[src/rtl/bht_pkg.sv]
package bht_pkg;

   localparam int KEY_W        = 24;
   localparam int TAG_W        = 32;
   localparam int MODE_W       = 2;
   localparam int STATUS_W     = 2;
   localparam int BUCKET_W     = 4;
   localparam int SLOT_W       = 2;
   localparam int SLOTS        = 4;
   localparam int FILL_W       = 3;
   localparam int RES_W        = 5;
   localparam int KEY_DIGITS   = KEY_W / 4;

   localparam logic [MODE_W-1:0] MODE_INSERT = 2'd0;
   localparam logic [MODE_W-1:0] MODE_REMOVE = 2'd1;
   localparam logic [MODE_W-1:0] MODE_LOOKUP = 2'd2;

   localparam logic [STATUS_W-1:0] STATUS_DONE      = 2'd0;
   localparam logic [STATUS_W-1:0] STATUS_FULL      = 2'd1;
   localparam logic [STATUS_W-1:0] STATUS_EMPTY     = 2'd2;
   localparam logic [STATUS_W-1:0] STATUS_NOT_FOUND = 2'd3;

   localparam logic [RES_W-1:0] HASH_MODULUS = 5'd17;

   typedef struct packed {
      logic [KEY_W-1:0] key;
      logic [TAG_W-1:0] tag;
   } entry_type;

   typedef struct packed {
      logic                done;
      logic [BUCKET_W-1:0] bucket;
   } hash_rsp_type;

   typedef enum logic [1:0] {
      HASH_IDLE,
      HASH_DIGIT,
      HASH_FOLD
   } hash_state_type;

   typedef enum logic [3:0] {
      SEQ_IDLE,
      SEQ_HASH,
      SEQ_DISPATCH,
      SEQ_INS_RD,
      SEQ_INS_CMP,
      SEQ_INS_PUT,
      SEQ_SRC_RD,
      SEQ_SRC_CMP,
      SEQ_DEL_RD,
      SEQ_DEL_MV,
      SEQ_DONE
   } seq_state_type;

   // Residue r maps to (13 * r) mod 17.
   function automatic logic [RES_W-1:0] mul13_mod17(input logic [RES_W-1:0] r);
      logic [RES_W-1:0] v;
      case (r)
         5'd0:    v = 5'd0;
         5'd1:    v = 5'd13;
         5'd2:    v = 5'd9;
         5'd3:    v = 5'd5;
         5'd4:    v = 5'd1;
         5'd5:    v = 5'd14;
         5'd6:    v = 5'd10;
         5'd7:    v = 5'd6;
         5'd8:    v = 5'd2;
         5'd9:    v = 5'd15;
         5'd10:   v = 5'd11;
         5'd11:   v = 5'd7;
         5'd12:   v = 5'd3;
         5'd13:   v = 5'd16;
         5'd14:   v = 5'd12;
         5'd15:   v = 5'd8;
         5'd16:   v = 5'd4;
         default: v = 5'd0;
      endcase
      return v;
   endfunction

endpackage

[src/rtl/bht_req_if.sv]
interface bht_req_if
   import bht_pkg::*;
();
   logic              valid;
   logic              ready;
   logic [MODE_W-1:0] mode;
   logic [KEY_W-1:0]  key;
   logic [TAG_W-1:0]  record_tag;

   modport source (output valid, output mode, output key, output record_tag, input ready);
   modport sink   (input valid, input mode, input key, input record_tag, output ready);
endinterface

[src/rtl/bht_rsp_if.sv]
interface bht_rsp_if
   import bht_pkg::*;
();
   logic                valid;
   logic                ready;
   logic [STATUS_W-1:0] status;
   logic [TAG_W-1:0]    found_tag;
   logic [BUCKET_W-1:0] bucket_index;
   logic [SLOT_W-1:0]   slot_index;

   modport source (output valid, output status, output found_tag, output bucket_index,
                   output slot_index, input ready);
   modport sink   (input valid, input status, input found_tag, input bucket_index,
                   input slot_index, output ready);
endinterface

[src/rtl/bht_hash.sv]
// Digit-serial bucket hash: residue mod 17 one hex digit per cycle, most
// significant first, then a multiply-by-13 table and a fold into the bucket range.
module bht_hash
   import bht_pkg::*;
#(
   parameter int NUM_BUCKETS = 16
) (
   input  logic             clock,
   input  logic             reset,
   input  logic             start,
   input  logic [KEY_W-1:0] key,
   output hash_rsp_type     result
);

   localparam logic [RES_W-1:0] NB = RES_W'(NUM_BUCKETS);

   hash_state_type   state_ff, state_in;
   logic [KEY_W-1:0] key_ff, key_in;
   logic [2:0]       cnt_ff, cnt_in;
   logic [RES_W-1:0] acc_ff, acc_in;
   logic [RES_W-1:0] h_ff, h_in;
   logic [3:0]       digit;
   logic [5:0]       diff;
   logic [RES_W-1:0] acc_step;

   always_ff @(posedge clock) begin
      if (reset) begin
         state_ff <= HASH_IDLE;
      end else begin
         state_ff <= state_in;
      end
   end

   always_ff @(posedge clock) begin
      key_ff <= key_in;
      cnt_ff <= cnt_in;
      acc_ff <= acc_in;
      h_ff   <= h_in;
   end

   // Since 16 = -1 mod 17, appending a digit d to residue a gives d - a mod 17.
   always_comb begin
      digit    = key_ff[KEY_W-1 -: 4];
      diff     = 6'(digit) + 6'(HASH_MODULUS) - 6'(acc_ff);
      acc_step = (diff >= 6'(HASH_MODULUS)) ? RES_W'(diff - 6'(HASH_MODULUS))
                                            : RES_W'(diff);
   end

   always_comb begin
      state_in      = state_ff;
      key_in        = key_ff;
      cnt_in        = cnt_ff;
      acc_in        = acc_ff;
      h_in          = h_ff;
      result.done   = 1'b0;
      result.bucket = h_ff[BUCKET_W-1:0];
      case (state_ff)
         HASH_IDLE: begin
            if (start) begin
               key_in   = key;
               cnt_in   = 3'd0;
               acc_in   = '0;
               state_in = HASH_DIGIT;
            end
         end
         HASH_DIGIT: begin
            acc_in = acc_step;
            key_in = key_ff << 4;
            cnt_in = cnt_ff + 3'd1;
            if (cnt_ff == 3'(KEY_DIGITS - 1)) begin
               h_in     = mul13_mod17(acc_step);
               state_in = HASH_FOLD;
            end
         end
         HASH_FOLD: begin
            if (h_ff >= NB) begin
               h_in = h_ff - NB;
            end else begin
               result.done = 1'b1;
               state_in    = HASH_IDLE;
            end
         end
         default: begin
            state_in = HASH_IDLE;
         end
      endcase
   end

endmodule

[src/rtl/bht_store.sv]
// Slot storage: one write port and one read port with registered read data.
module bht_store
   import bht_pkg::*;
#(
   parameter int DEPTH = 64
) (
   input  logic                     clock,
   input  logic                     rd_en,
   input  logic [$clog2(DEPTH)-1:0] rd_addr,
   output entry_type                rd_data,
   input  logic                     wr_en,
   input  logic [$clog2(DEPTH)-1:0] wr_addr,
   input  entry_type                wr_data
);

   entry_type mem [DEPTH];
   entry_type rd_data_ff;

   always_ff @(posedge clock) begin
      if (wr_en) begin
         mem[wr_addr] <= wr_data;
      end
   end

   always_ff @(posedge clock) begin
      if (rd_en) begin
         rd_data_ff <= mem[rd_addr];
      end
   end

   assign rd_data = rd_data_ff;

endmodule

[src/rtl/bucketed_hash_table_unit.sv]
// Flow of a request: the key is hashed (a start step, one step per hex digit, then the fold),
// a dispatch step reads the bucket's fill count, the slots are walked with a read step and a
// compare or move step each, an insert adds a put step, and the response register loads last.
// Throughput: one request at a time; ready returns the cycle after the response is loaded.
// Reset (synchronous, active high) empties every bucket; slot contents are left as they are.
module bucketed_hash_table_unit
   import bht_pkg::*;
#(
   parameter int NUM_BUCKETS = 16
) (
   input logic      clock,
   input logic      reset,
   bht_req_if.sink  req_chan,
   bht_rsp_if.source rsp_chan
);

   localparam int BKT_W  = $clog2(NUM_BUCKETS);
   localparam int ADDR_W = BKT_W + SLOT_W;
   localparam int DEPTH  = NUM_BUCKETS * SLOTS;

   // Sequencer state and the request being worked on.
   seq_state_type       state_ff, state_in;
   logic [MODE_W-1:0]   mode_ff, mode_in;
   logic [KEY_W-1:0]    key_ff, key_in;
   logic [TAG_W-1:0]    tag_ff, tag_in;
   logic [BUCKET_W-1:0] bucket_ff, bucket_in;
   logic [FILL_W-1:0]   fill_ff, fill_in;
   logic [SLOT_W-1:0]   idx_ff, idx_in;
   logic [SLOT_W-1:0]   pos_ff, pos_in;
   logic [STATUS_W-1:0] status_ff, status_in;
   logic [TAG_W-1:0]    found_ff, found_in;

   // Response register.
   logic                rsp_valid_ff, rsp_valid_in;
   logic [STATUS_W-1:0] rsp_status_ff, rsp_status_in;
   logic [TAG_W-1:0]    rsp_found_ff, rsp_found_in;
   logic [BUCKET_W-1:0] rsp_bucket_ff, rsp_bucket_in;
   logic [SLOT_W-1:0]   rsp_slot_ff, rsp_slot_in;

   // Per-bucket fill counts live in flip-flops so that reset empties the table at once.
   logic [FILL_W-1:0]   fill_mem_ff [NUM_BUCKETS];
   logic                fill_we;
   logic [FILL_W-1:0]   fill_wval;

   logic                hash_start;
   hash_rsp_type        hash_rsp;

   logic                rd_en;
   logic [ADDR_W-1:0]   rd_addr;
   entry_type           rd_data;
   logic                wr_en;
   logic [ADDR_W-1:0]   wr_addr;
   entry_type           wr_data;

   logic [BKT_W-1:0]    bkt;
   logic                req_xfer;
   logic                rsp_xfer;
   logic                last_slot;

   bht_hash #(
      .NUM_BUCKETS (NUM_BUCKETS)
   ) u_hash (
      .clock  (clock),
      .reset  (reset),
      .start  (hash_start),
      .key    (key_ff),
      .result (hash_rsp)
   );

   bht_store #(
      .DEPTH (DEPTH)
   ) u_store (
      .clock   (clock),
      .rd_en   (rd_en),
      .rd_addr (rd_addr),
      .rd_data (rd_data),
      .wr_en   (wr_en),
      .wr_addr (wr_addr),
      .wr_data (wr_data)
   );

   assign bkt       = bucket_ff[BKT_W-1:0];
   assign req_xfer  = req_chan.valid && req_chan.ready;
   assign rsp_xfer  = rsp_chan.valid && rsp_chan.ready;
   // The slot under the sequencer is the last live one of the bucket.
   assign last_slot = ((FILL_W'(idx_ff) + FILL_W'(1)) == fill_ff);

   assign req_chan.ready        = (state_ff == SEQ_IDLE);
   assign rsp_chan.valid        = rsp_valid_ff;
   assign rsp_chan.status       = rsp_status_ff;
   assign rsp_chan.found_tag    = rsp_found_ff;
   assign rsp_chan.bucket_index = rsp_bucket_ff;
   assign rsp_chan.slot_index   = rsp_slot_ff;

   always_ff @(posedge clock) begin
      if (reset) begin
         state_ff     <= SEQ_IDLE;
         rsp_valid_ff <= 1'b0;
         for (int b = 0; b < NUM_BUCKETS; b++) begin
            fill_mem_ff[b] <= '0;
         end
      end else begin
         state_ff     <= state_in;
         rsp_valid_ff <= rsp_valid_in;
         if (fill_we) begin
            fill_mem_ff[bkt] <= fill_wval;
         end
      end
   end

   always_ff @(posedge clock) begin
      mode_ff       <= mode_in;
      key_ff        <= key_in;
      tag_ff        <= tag_in;
      bucket_ff     <= bucket_in;
      fill_ff       <= fill_in;
      idx_ff        <= idx_in;
      pos_ff        <= pos_in;
      status_ff     <= status_in;
      found_ff      <= found_in;
      rsp_status_ff <= rsp_status_in;
      rsp_found_ff  <= rsp_found_in;
      rsp_bucket_ff <= rsp_bucket_in;
      rsp_slot_ff   <= rsp_slot_in;
   end

   // The sequencer drives the slot comparisons and the memory ports. Insert walks
   // down from the top live slot, moving each larger entry up by one until it meets a key
   // that is less than or equal to the new one. Remove and lookup walk up from slot zero;
   // a remove then pulls the entries above the hit down by one to close the gap.
   always_comb begin
      state_in      = state_ff;
      mode_in       = mode_ff;
      key_in        = key_ff;
      tag_in        = tag_ff;
      bucket_in     = bucket_ff;
      fill_in       = fill_ff;
      idx_in        = idx_ff;
      pos_in        = pos_ff;
      status_in     = status_ff;
      found_in      = found_ff;
      rsp_valid_in  = rsp_valid_ff;
      rsp_status_in = rsp_status_ff;
      rsp_found_in  = rsp_found_ff;
      rsp_bucket_in = rsp_bucket_ff;
      rsp_slot_in   = rsp_slot_ff;
      fill_we       = 1'b0;
      fill_wval     = fill_ff;
      hash_start    = 1'b0;
      rd_en         = 1'b0;
      rd_addr       = {bkt, idx_ff};
      wr_en         = 1'b0;
      wr_addr       = {bkt, idx_ff};
      wr_data       = rd_data;

      if (rsp_xfer) begin
         rsp_valid_in = 1'b0;
      end

      case (state_ff)
         SEQ_IDLE: begin
            if (req_xfer) begin
               mode_in   = req_chan.mode;
               key_in    = req_chan.key;
               tag_in    = req_chan.record_tag;
               pos_in    = '0;
               found_in  = '0;
               status_in = STATUS_NOT_FOUND;
               state_in  = SEQ_HASH;
            end
         end
         SEQ_HASH: begin
            hash_start = 1'b1;
            if (hash_rsp.done) begin
               bucket_in = hash_rsp.bucket;
               state_in  = SEQ_DISPATCH;
            end
         end
         SEQ_DISPATCH: begin
            fill_in = fill_mem_ff[bkt];
            if (mode_ff == MODE_INSERT) begin
               if (fill_mem_ff[bkt] == FILL_W'(SLOTS)) begin
                  status_in = STATUS_FULL;
                  state_in  = SEQ_DONE;
               end else if (fill_mem_ff[bkt] == '0) begin
                  pos_in   = '0;
                  state_in = SEQ_INS_PUT;
               end else begin
                  idx_in   = SLOT_W'(fill_mem_ff[bkt] - FILL_W'(1));
                  state_in = SEQ_INS_RD;
               end
            end else if (mode_ff inside {MODE_REMOVE, MODE_LOOKUP}) begin
               if (fill_mem_ff[bkt] == '0) begin
                  status_in = STATUS_EMPTY;
                  state_in  = SEQ_DONE;
               end else begin
                  idx_in   = '0;
                  state_in = SEQ_SRC_RD;
               end
            end else begin
               status_in = STATUS_NOT_FOUND;
               state_in  = SEQ_DONE;
            end
         end
         SEQ_INS_RD: begin
            rd_en    = 1'b1;
            state_in = SEQ_INS_CMP;
         end
         SEQ_INS_CMP: begin
            if (rd_data.key <= key_ff) begin
               pos_in   = idx_ff + SLOT_W'(1);
               state_in = SEQ_INS_PUT;
            end else begin
               wr_en   = 1'b1;
               wr_addr = {bkt, idx_ff + SLOT_W'(1)};
               if (idx_ff == '0) begin
                  pos_in   = '0;
                  state_in = SEQ_INS_PUT;
               end else begin
                  idx_in   = idx_ff - SLOT_W'(1);
                  state_in = SEQ_INS_RD;
               end
            end
         end
         SEQ_INS_PUT: begin
            wr_en       = 1'b1;
            wr_addr     = {bkt, pos_ff};
            wr_data.key = key_ff;
            wr_data.tag = tag_ff;
            fill_we     = 1'b1;
            fill_wval   = fill_ff + FILL_W'(1);
            status_in   = STATUS_DONE;
            state_in    = SEQ_DONE;
         end
         SEQ_SRC_RD: begin
            rd_en    = 1'b1;
            state_in = SEQ_SRC_CMP;
         end
         SEQ_SRC_CMP: begin
            if (rd_data.key == key_ff) begin
               pos_in = idx_ff;
               if (mode_ff == MODE_LOOKUP) begin
                  found_in  = rd_data.tag;
                  status_in = STATUS_DONE;
                  state_in  = SEQ_DONE;
               end else if (last_slot) begin
                  fill_we   = 1'b1;
                  fill_wval = fill_ff - FILL_W'(1);
                  status_in = STATUS_DONE;
                  state_in  = SEQ_DONE;
               end else begin
                  idx_in   = idx_ff + SLOT_W'(1);
                  state_in = SEQ_DEL_RD;
               end
            end else if (last_slot) begin
               status_in = STATUS_NOT_FOUND;
               state_in  = SEQ_DONE;
            end else begin
               idx_in   = idx_ff + SLOT_W'(1);
               state_in = SEQ_SRC_RD;
            end
         end
         SEQ_DEL_RD: begin
            rd_en    = 1'b1;
            state_in = SEQ_DEL_MV;
         end
         SEQ_DEL_MV: begin
            wr_en   = 1'b1;
            wr_addr = {bkt, idx_ff - SLOT_W'(1)};
            if (last_slot) begin
               fill_we   = 1'b1;
               fill_wval = fill_ff - FILL_W'(1);
               status_in = STATUS_DONE;
               state_in  = SEQ_DONE;
            end else begin
               idx_in   = idx_ff + SLOT_W'(1);
               state_in = SEQ_DEL_RD;
            end
         end
         SEQ_DONE: begin
            // The response register is loaded once the previous result has been taken.
            if (!rsp_valid_ff || rsp_chan.ready) begin
               rsp_valid_in  = 1'b1;
               rsp_status_in = status_ff;
               rsp_found_in  = found_ff;
               rsp_bucket_in = bucket_ff;
               rsp_slot_in   = pos_ff;
               state_in      = SEQ_IDLE;
            end
         end
         default: begin
            state_in = SEQ_IDLE;
         end
      endcase
   end

endmodule

[src/flat_wrapper.sv]
// flat-port wrapper written by rule: the top's interface ports become plain ports
module bucketed_hash_table_unit_flat import bht_pkg::*;
#(
   parameter int NUM_BUCKETS = 16
)
  (clock, reset, req_chan_valid, req_chan_mode, req_chan_key, req_chan_record_tag, req_chan_ready, rsp_chan_valid, rsp_chan_status, rsp_chan_found_tag, rsp_chan_bucket_index, rsp_chan_slot_index, rsp_chan_ready);
  bht_req_if req_chan_i ();
  bht_rsp_if rsp_chan_i ();
  input logic clock;
  input logic reset;
  input wire logic [$bits(req_chan_i.valid)-1:0] req_chan_valid;
  input wire logic [$bits(req_chan_i.mode)-1:0] req_chan_mode;
  input wire logic [$bits(req_chan_i.key)-1:0] req_chan_key;
  input wire logic [$bits(req_chan_i.record_tag)-1:0] req_chan_record_tag;
  output wire logic [$bits(req_chan_i.ready)-1:0] req_chan_ready;
  output wire logic [$bits(rsp_chan_i.valid)-1:0] rsp_chan_valid;
  output wire logic [$bits(rsp_chan_i.status)-1:0] rsp_chan_status;
  output wire logic [$bits(rsp_chan_i.found_tag)-1:0] rsp_chan_found_tag;
  output wire logic [$bits(rsp_chan_i.bucket_index)-1:0] rsp_chan_bucket_index;
  output wire logic [$bits(rsp_chan_i.slot_index)-1:0] rsp_chan_slot_index;
  input wire logic [$bits(rsp_chan_i.ready)-1:0] rsp_chan_ready;
  assign req_chan_i.valid = req_chan_valid;
  assign req_chan_i.mode = req_chan_mode;
  assign req_chan_i.key = req_chan_key;
  assign req_chan_i.record_tag = req_chan_record_tag;
  assign req_chan_ready = req_chan_i.ready;
  assign rsp_chan_valid = rsp_chan_i.valid;
  assign rsp_chan_status = rsp_chan_i.status;
  assign rsp_chan_found_tag = rsp_chan_i.found_tag;
  assign rsp_chan_bucket_index = rsp_chan_i.bucket_index;
  assign rsp_chan_slot_index = rsp_chan_i.slot_index;
  assign rsp_chan_i.ready = rsp_chan_ready;
  bucketed_hash_table_unit #(.NUM_BUCKETS(NUM_BUCKETS)) u_core (.clock(clock), .reset(reset), .req_chan(req_chan_i), .rsp_chan(rsp_chan_i));
endmodule
[config.mk]
export PLATFORM = sky130hd
export DESIGN_NAME = bucketed_hash_table_unit_flat
export DESIGN_NICKNAME = d
export VERILOG_FILES = /design/src/rtl/bht_pkg.sv /design/src/rtl/bht_req_if.sv /design/src/rtl/bht_rsp_if.sv /design/src/rtl/bht_hash.sv /design/src/rtl/bht_store.sv /design/src/rtl/bucketed_hash_table_unit.sv /design/src/flat_wrapper.sv
export SDC_FILE = /design/constraint.sdc
export NUM_CORES = 2
export LEC_CHECK = 0
export ABC_AREA = 1
export BUFFER_PORTS_ARGS = -buffer_cell sky130_fd_sc_hd__buf_2
export CAP_MARGIN = 0
export CORE_ASPECT_RATIO = 1.25
export CORE_MARGIN = 5
export CORE_UTILIZATION = 50
export CTS_CLUSTER_SIZE = 16
export DETAILED_ROUTE_END_ITERATION = 16
export GPL_ROUTABILITY_DRIVEN = 0
export PLACE_DENSITY_LB_ADDON = 0.3
export SLEW_MARGIN = 20
export SYNTH_ARGS = -nofsm -noshare
export SYNTH_HDL_FRONTEND = slang
export SYNTH_SLANG_ARGS = --single-unit
[constraint.sdc]
create_clock -name clock -period 5.7 [get_ports clock]
set_input_delay 0.57 -clock clock [delete_from_list [all_inputs] [get_ports clock]]
set_output_delay 0.57 -clock clock [all_outputs]
set_load 0.03 [all_outputs]
Word level (Yosys, flattened, before mapping)
Memories as Yosys holds them, arrays and structs flattened. A register that Yosys moved wholly into a read port is not among the register bits.
Index checks and enable logic that the tools add are counted.
{"block": "word_totals", "register_bits": 187, "latch_bits": 0, "ram_bits": 3632, "rom_bits": 160, "mem_count": 3}
{"name": "u_core.u_store.mem", "depth": 64, "width": 56, "rd": 1, "rd_ports_with_merged_regs": 1, "write_ports": 1, "line": "bht_store.sv:16", "text": "entry_type mem [DEPTH];"}
{"name": "(no name shown)", "depth": 32, "width": 5, "rd": 1, "rd_ports_with_merged_regs": 0, "write_ports": 0, "line": "bht_pkg.sv:58", "text": "case (r)"}
{"name": "u_core.fill_mem_ff", "depth": 16, "width": 3, "rd": 1, "rd_ports_with_merged_regs": 1, "write_ports": 16, "line": "bucketed_hash_table_unit.sv:41", "text": "logic [FILL_W-1:0] fill_mem_ff [NUM_BUCKETS];"}
{"block": "op_classes", "add_sub_neg": 11, "n_mul": 0, "div_mod_pow": 0, "order_cmp": 3, "eq_ne": 40, "n_shift": 0, "muxes": 93, "bitwise": 0, "reduce_logical": 30}
{"cell": "$mux 32", "count": 3}
{"cell": "$pmux 32 s2", "count": 1}
{"cell": "$mux 2", "count": 31}
{"cell": "$mux 56", "count": 1}
{"cell": "$mux 4", "count": 13}
{"cell": "$pmux 24 s2", "count": 1}
{"cell": "$pmux 4 s11", "count": 1}
{"cell": "$eq 24x24->1", "count": 1}
{"cell": "$le 24x24->1", "count": 1}
{"cell": "$mux 24", "count": 1}
{"cell": "$mux 3", "count": 7}
{"cell": "$mux 5", "count": 4}
{"cell": "$pmux 5 s2", "count": 2}
{"cell": "$mux 1", "count": 19}
{"cell": "$eq 4x3->1 const B", "count": 4}
{"cell": "$ne 2x2->1 const B", "count": 8}
{"cell": "$pmux 2 s4", "count": 2}
{"cell": "$ne 2x1->1 const B", "count": 7}
{"cell": "$reduce_and 7->1", "count": 2}
{"cell": "$eq 4x4->1 const B", "count": 3}
{"cell": "$pmux 2 s3", "count": 2}
{"cell": "$pmux 2 s5", "count": 1}
{"cell": "$sub 5x5->5 const B", "count": 2}
{"cell": "$ne 3x1->1 const B", "count": 3}
{"cell": "other kinds (36)", "count": 57}

Depth between registers and ports, before layout
{"block": "logic_depth", "depth_word": 11, "mapped_depth": 18}

Hierarchy
Synthesis repeated with hierarchy kept, for this count alone.
{"block": "unflattened", "cells_unflattened": 12964, "area_unflattened_um2": 156495.1}
{"mod": "bht_store", "instances": 1, "cells_each": 11792, "area_per_inst_um2": 144751.3}
{"mod": "bucketed_hash_table_unit", "instances": 1, "cells_each": 928, "area_per_inst_um2": 9481.6}
{"mod": "bht_hash", "instances": 1, "cells_each": 244, "area_per_inst_um2": 2262.2}

Least setup slack after synthesis
Ideal clock, no wire load.
{"block": "synth_timing", "kind": "register to register", "from": "reg u_core.idx_ff[0]", "to": "mem u_core.u_store.mem[17][0] (netlist bit), enable pin", "setup_time_ps": 470, "arrival_time_ps": 4708, "required_time_ps": 5230, "path_slack_ps": 521, "path_stages_with_launch": 14, "n_path_buf": 5, "synth_period_minus_slack_ps": 5179, "path_cell_list": "edfxtp_1 inv_2 buf_6 buf_4 buf_2 buf_2 buf_2 ha_1 nor2_1 a211oi_2 nand2_1 nand2_2 nand4_2 nor2_1"}
{"block": "synth_via", "elab_chain_cells": 3, "word_cells_on_any_way": 4, "cone_classes": "2 x add/sub; 2 x mux"}
{"item": "start: declaration", "line": "bucketed_hash_table_unit.sv:28", "text": "logic [SLOT_W-1:0] idx_ff, idx_in;"}
{"item": "start signal: assignment", "line": "bucketed_hash_table_unit.sv:117", "text": "idx_ff <= idx_in;"}
{"item": "$add 2x1->2", "line": "bucketed_hash_table_unit.sv:215", "text": "wr_addr = {bkt, idx_ff + SLOT_W'(1)};"}
{"item": "$mux 2", "line": "bucketed_hash_table_unit.sv:210", "text": "if (rd_data.key <= key_ff) begin"}
{"item": "$pmux 2 s3 (*)", "line": "bucketed_hash_table_unit.sv:160", "text": "case (state_ff)"}
{"item": "end: declaration", "line": "bht_store.sv:16"}
Mark *: on every way between the ends. The rest lies on a longest branch, timed or not.

Worst setup path after layout
{"block": "layout_timing", "from": "reg u_core.idx_ff[1]", "to": "mem u_core.u_store.mem[49][25] (netlist bit), enable pin"}
The elaborated chain is that of the path after synthesis.

==> flow_summary.yaml <==
run_status:
  status: "complete, no violations"
floorplanning:
  die_area_sq_um: 314200
  die_h_um: 625.5
  fp.coreArea_sq_um: 302600
  initial_core_util: 0.5008
  die_x_um: 502.4
  io_pins: 104
  fp-row-count: 226
sta:
  rsz0062_at_grt: "no"
  skew_ns: 0.06314
  worstMarginPinSlew_ns: 1.274
  maxSlewViolCount: 0
  worst_slack_ns: 0.9113
  setup_viol_count_final: 0
  hold_viol: 0
  max_slew_margin: 0.1455
  period_share: 0.8401
  period_needed_ns: 4.789
  max_clock_freq_mhz: 208.8
  finalSetupTns_ns: 0
pwr:
  irDropWorstVdd_mv: 0.3712
  p_leak_nw: 55.17
  p_per_area_nw_per_um2: 438.0
critical_path:
  ff2ff_setup_slack_ns: 0.91
  worstSetupPathType: "flop to flop"
  cp.required_ns: 6.24
  rr_worst_depth: 9
  critPathCaptureType: "flop"
  rr_endpoint: "u_core.u_store.mem[49][25]"
  start_kind: "flop"
  critPathMaxFanout: 43
  r2r-start: "u_core.idx_ff[1]"
  arrival_ns: 5.32
place:
  hpwl_mm: 302.3
  numPortBuffers: 103
  dp_slack_ns: 1.053
global_routing:
  grt_pass1_vias: 95821
  grt_max_degree: 219
  grt_pass1_wl_mm: 705.0
  grt_antenna_before_repair: 22
  grt_util_all_layers: 0.3128
  overflow: 0
logic_synthesis:
  ys_async_sr_fraction: 0
  ys_seq_area_frac: 0.7680
  ys_ff_latch: 3879
  yosys.area.top_type: "edfxtp_1"
  syn-cell-area_sq_um: 151500
  synthTopCellsByArea: "edfxtp_1, o21ai_0, nor2_1"
  avgSynthCellArea_sq_um: 13.50
  synth_top_area_frac: 0.7666
  synth_edf_count: 3868
  synthCells: 11224
  ys_warn_count: 0
  yosysMostFrequentCell: "edfxtp_1"
  yosys-top-cells-count: "edfxtp_1, nor2_1, o21ai_0"
  ys_types: 57
  syn-num-nets: 11333
  ys.flop_type: "edfxtp_1"
hold_path:
  min_to: "u_core.key_ff[14]"
  hold_depth: 3
  hp-start: "req_chan_valid"
  worst_hold_path_type: "primary input to flop"
detailed_routing:
  wirelength_mm: 503.3
  viasPerCell: 6.453
  dr.pass1.iters: 6
  ant_nets: 0
  vias: 101212
  wl_per_cell_um: 32.08
  drtIter0Drc: 15949
  drc: 0
clock_tree:
  cts_made_buffers: 365
  clk_pin_slew_ns: 0.06
  clk_path_buf_depth: 4
  cts_setup_buffers: 0
  htree_levels: 5
  cts_tree: "yes"
  cts.sinks: 3879
  clkLatencyLatePin_ns: 0.94
  cts-root-buf: "clkbuf_16"
  ctsHoldBuffers: 61
  postCtsResizedCells: 0
cells_and_area:
  drive_gt1_frac: 0.1030
  fin_nets: 11499
  fillers: 23428
  syn_to_final_growth_pct: 13.01
job:
  maxCapViolCount: 0
## worst max-delay path by stage
stage                          start                         end  cells past startpoint
floorplan           u_core.idx_ff[0]   u_core.u_store.mem[17][0]                     13
global placement    u_core.key_ff[7]  u_core.u_store.mem[50][28]                     15
detailed placement  u_core.idx_ff[1]   u_core.u_store.mem[49][4]                      9
CTS                 u_core.idx_ff[1]  u_core.u_store.mem[45][28]                      9
global route        u_core.idx_ff[1]  u_core.u_store.mem[49][25]                      9
finish              u_core.idx_ff[1]  u_core.u_store.mem[49][25]                      9
## cells by family after synthesis
kind of cell               count (synthesis)  share of synthesized area
muxes                                      9                  0.0006028
DFF                                     3879                     0.7680
buffers and inverters                    921                    0.02561
xor gates and xnor gates                  10                  0.0005780
adders and majority gates                 47                   0.003931
and+or+nand+nor                         3164                    0.08259
AOI/OAI and AO/OA                       3194                     0.1186
## critical path: stages (launching register included)
cell	delay [ns]
edfxtp_1	0.78
inv_8	0.28
ha_1	0.57
nor2_1	0.10
a211oi_2	0.41
nand2_1	0.12
nand2_2	0.16
nand4_2	0.56
nor2_4	0.79
buf_4	0.48
## state kept, by name, indices dropped and copies added, names as in the netlist, 5 cells and up, named ones only
register                   flops
u_core.u_hash.h_ff             5
u_core.key_ff                 24
u_core.tag_ff                 32
u_core.fill_mem_ff            48
u_core.u_hash.key_ff          24
u_core.u_store.rd_data        56
u_core.u_store.mem          3584
u_core.found_ff               32
u_core.rsp_chan.found_tag     32
u_core.u_hash.acc_ff           5
## layout by cell type, fill, tap and decap left out, types with 46 or more instances in the layout
| cell type | n |
|---|---|
| o21ai_1 | 120 |
| buf_4 | 322 |
| nand2_1 | 861 |
| nand4_1 | 102 |
| clkinv_2 | 66 |
| clkbuf_16 | 369 |
| edfxtp_1 | 3868 |
| clkinv_1 | 79 |
| o21ai_4 | 56 |
| nand3_1 | 90 |
| clkbuf_1 | 69 |
| a21oi_1 | 111 |
| dlygate4sd3_1 | 61 |
| ha_1 | 46 |
| a22o_1 | 160 |
| o21ai_0 | 1790 |
| buf_12 | 62 |
| inv_1 | 149 |
| nor2_1 | 1984 |
| o22ai_1 | 860 |
| nor2_4 | 76 |
| buf_2 | 103 |
## final cells by class
cell class / count / area, sq um / area share
Antenna cell: 9 / 22.52 / 0.0001315
Clock buffer: 441 / 9534 / 0.05568
Clock inverter: 222 / 2266 / 0.01323
Inverter: 168 / 655.6 / 0.003829
Multi-Input combinational cell: 6424 / 32490 / 0.1897
Sequential cell: 3879 / 116400 / 0.6796
Tap cell: 3990 / 4992 / 0.02916
Timing Repair Buffer: 552 / 4895 / 0.02859
## through the flow
step / std cells / area [sq um] / hold WS, ns / util / power, mW
finish: 15685 / 171200 / 0.2353 / 0.5659 / 75.00
global route: 15680 / 171200 / 0.2347 / 0.5659 / 77.26
CTS: 15675 / 171200 / 0.2211 / 0.5658 / 74.70
detailed placement: 14951 / 158800 / 0.4045 / 0.5247 / 50.71
global placement: 14947 / 158700 / 0.4061 / 0.5244 / 50.28
floorplan: 11224 / 151500 / 0.4003 / - / 44.04
## metal layers
metal / vias to the layer above / GRT usage / routed length (um)
li1: 42236 / - / -
met1: 50123 / 0.3819 / 165700
met2: 7209 / 0.4858 / 230300
met3: 1628 / 0.06050 / 55430
met4: 16 / 0.2570 / 51660
met5: - / 0 / 109
## power breakdown
group | internal (mW) | leakage [nW] | switching, mW
clock | 13.8 | 5.75 | 10.6
sequential | 33.6 | 35.0 | 0.316
combinational | 4.00 | 14.4 | 12.6
(Power assumes the default switching activity.)
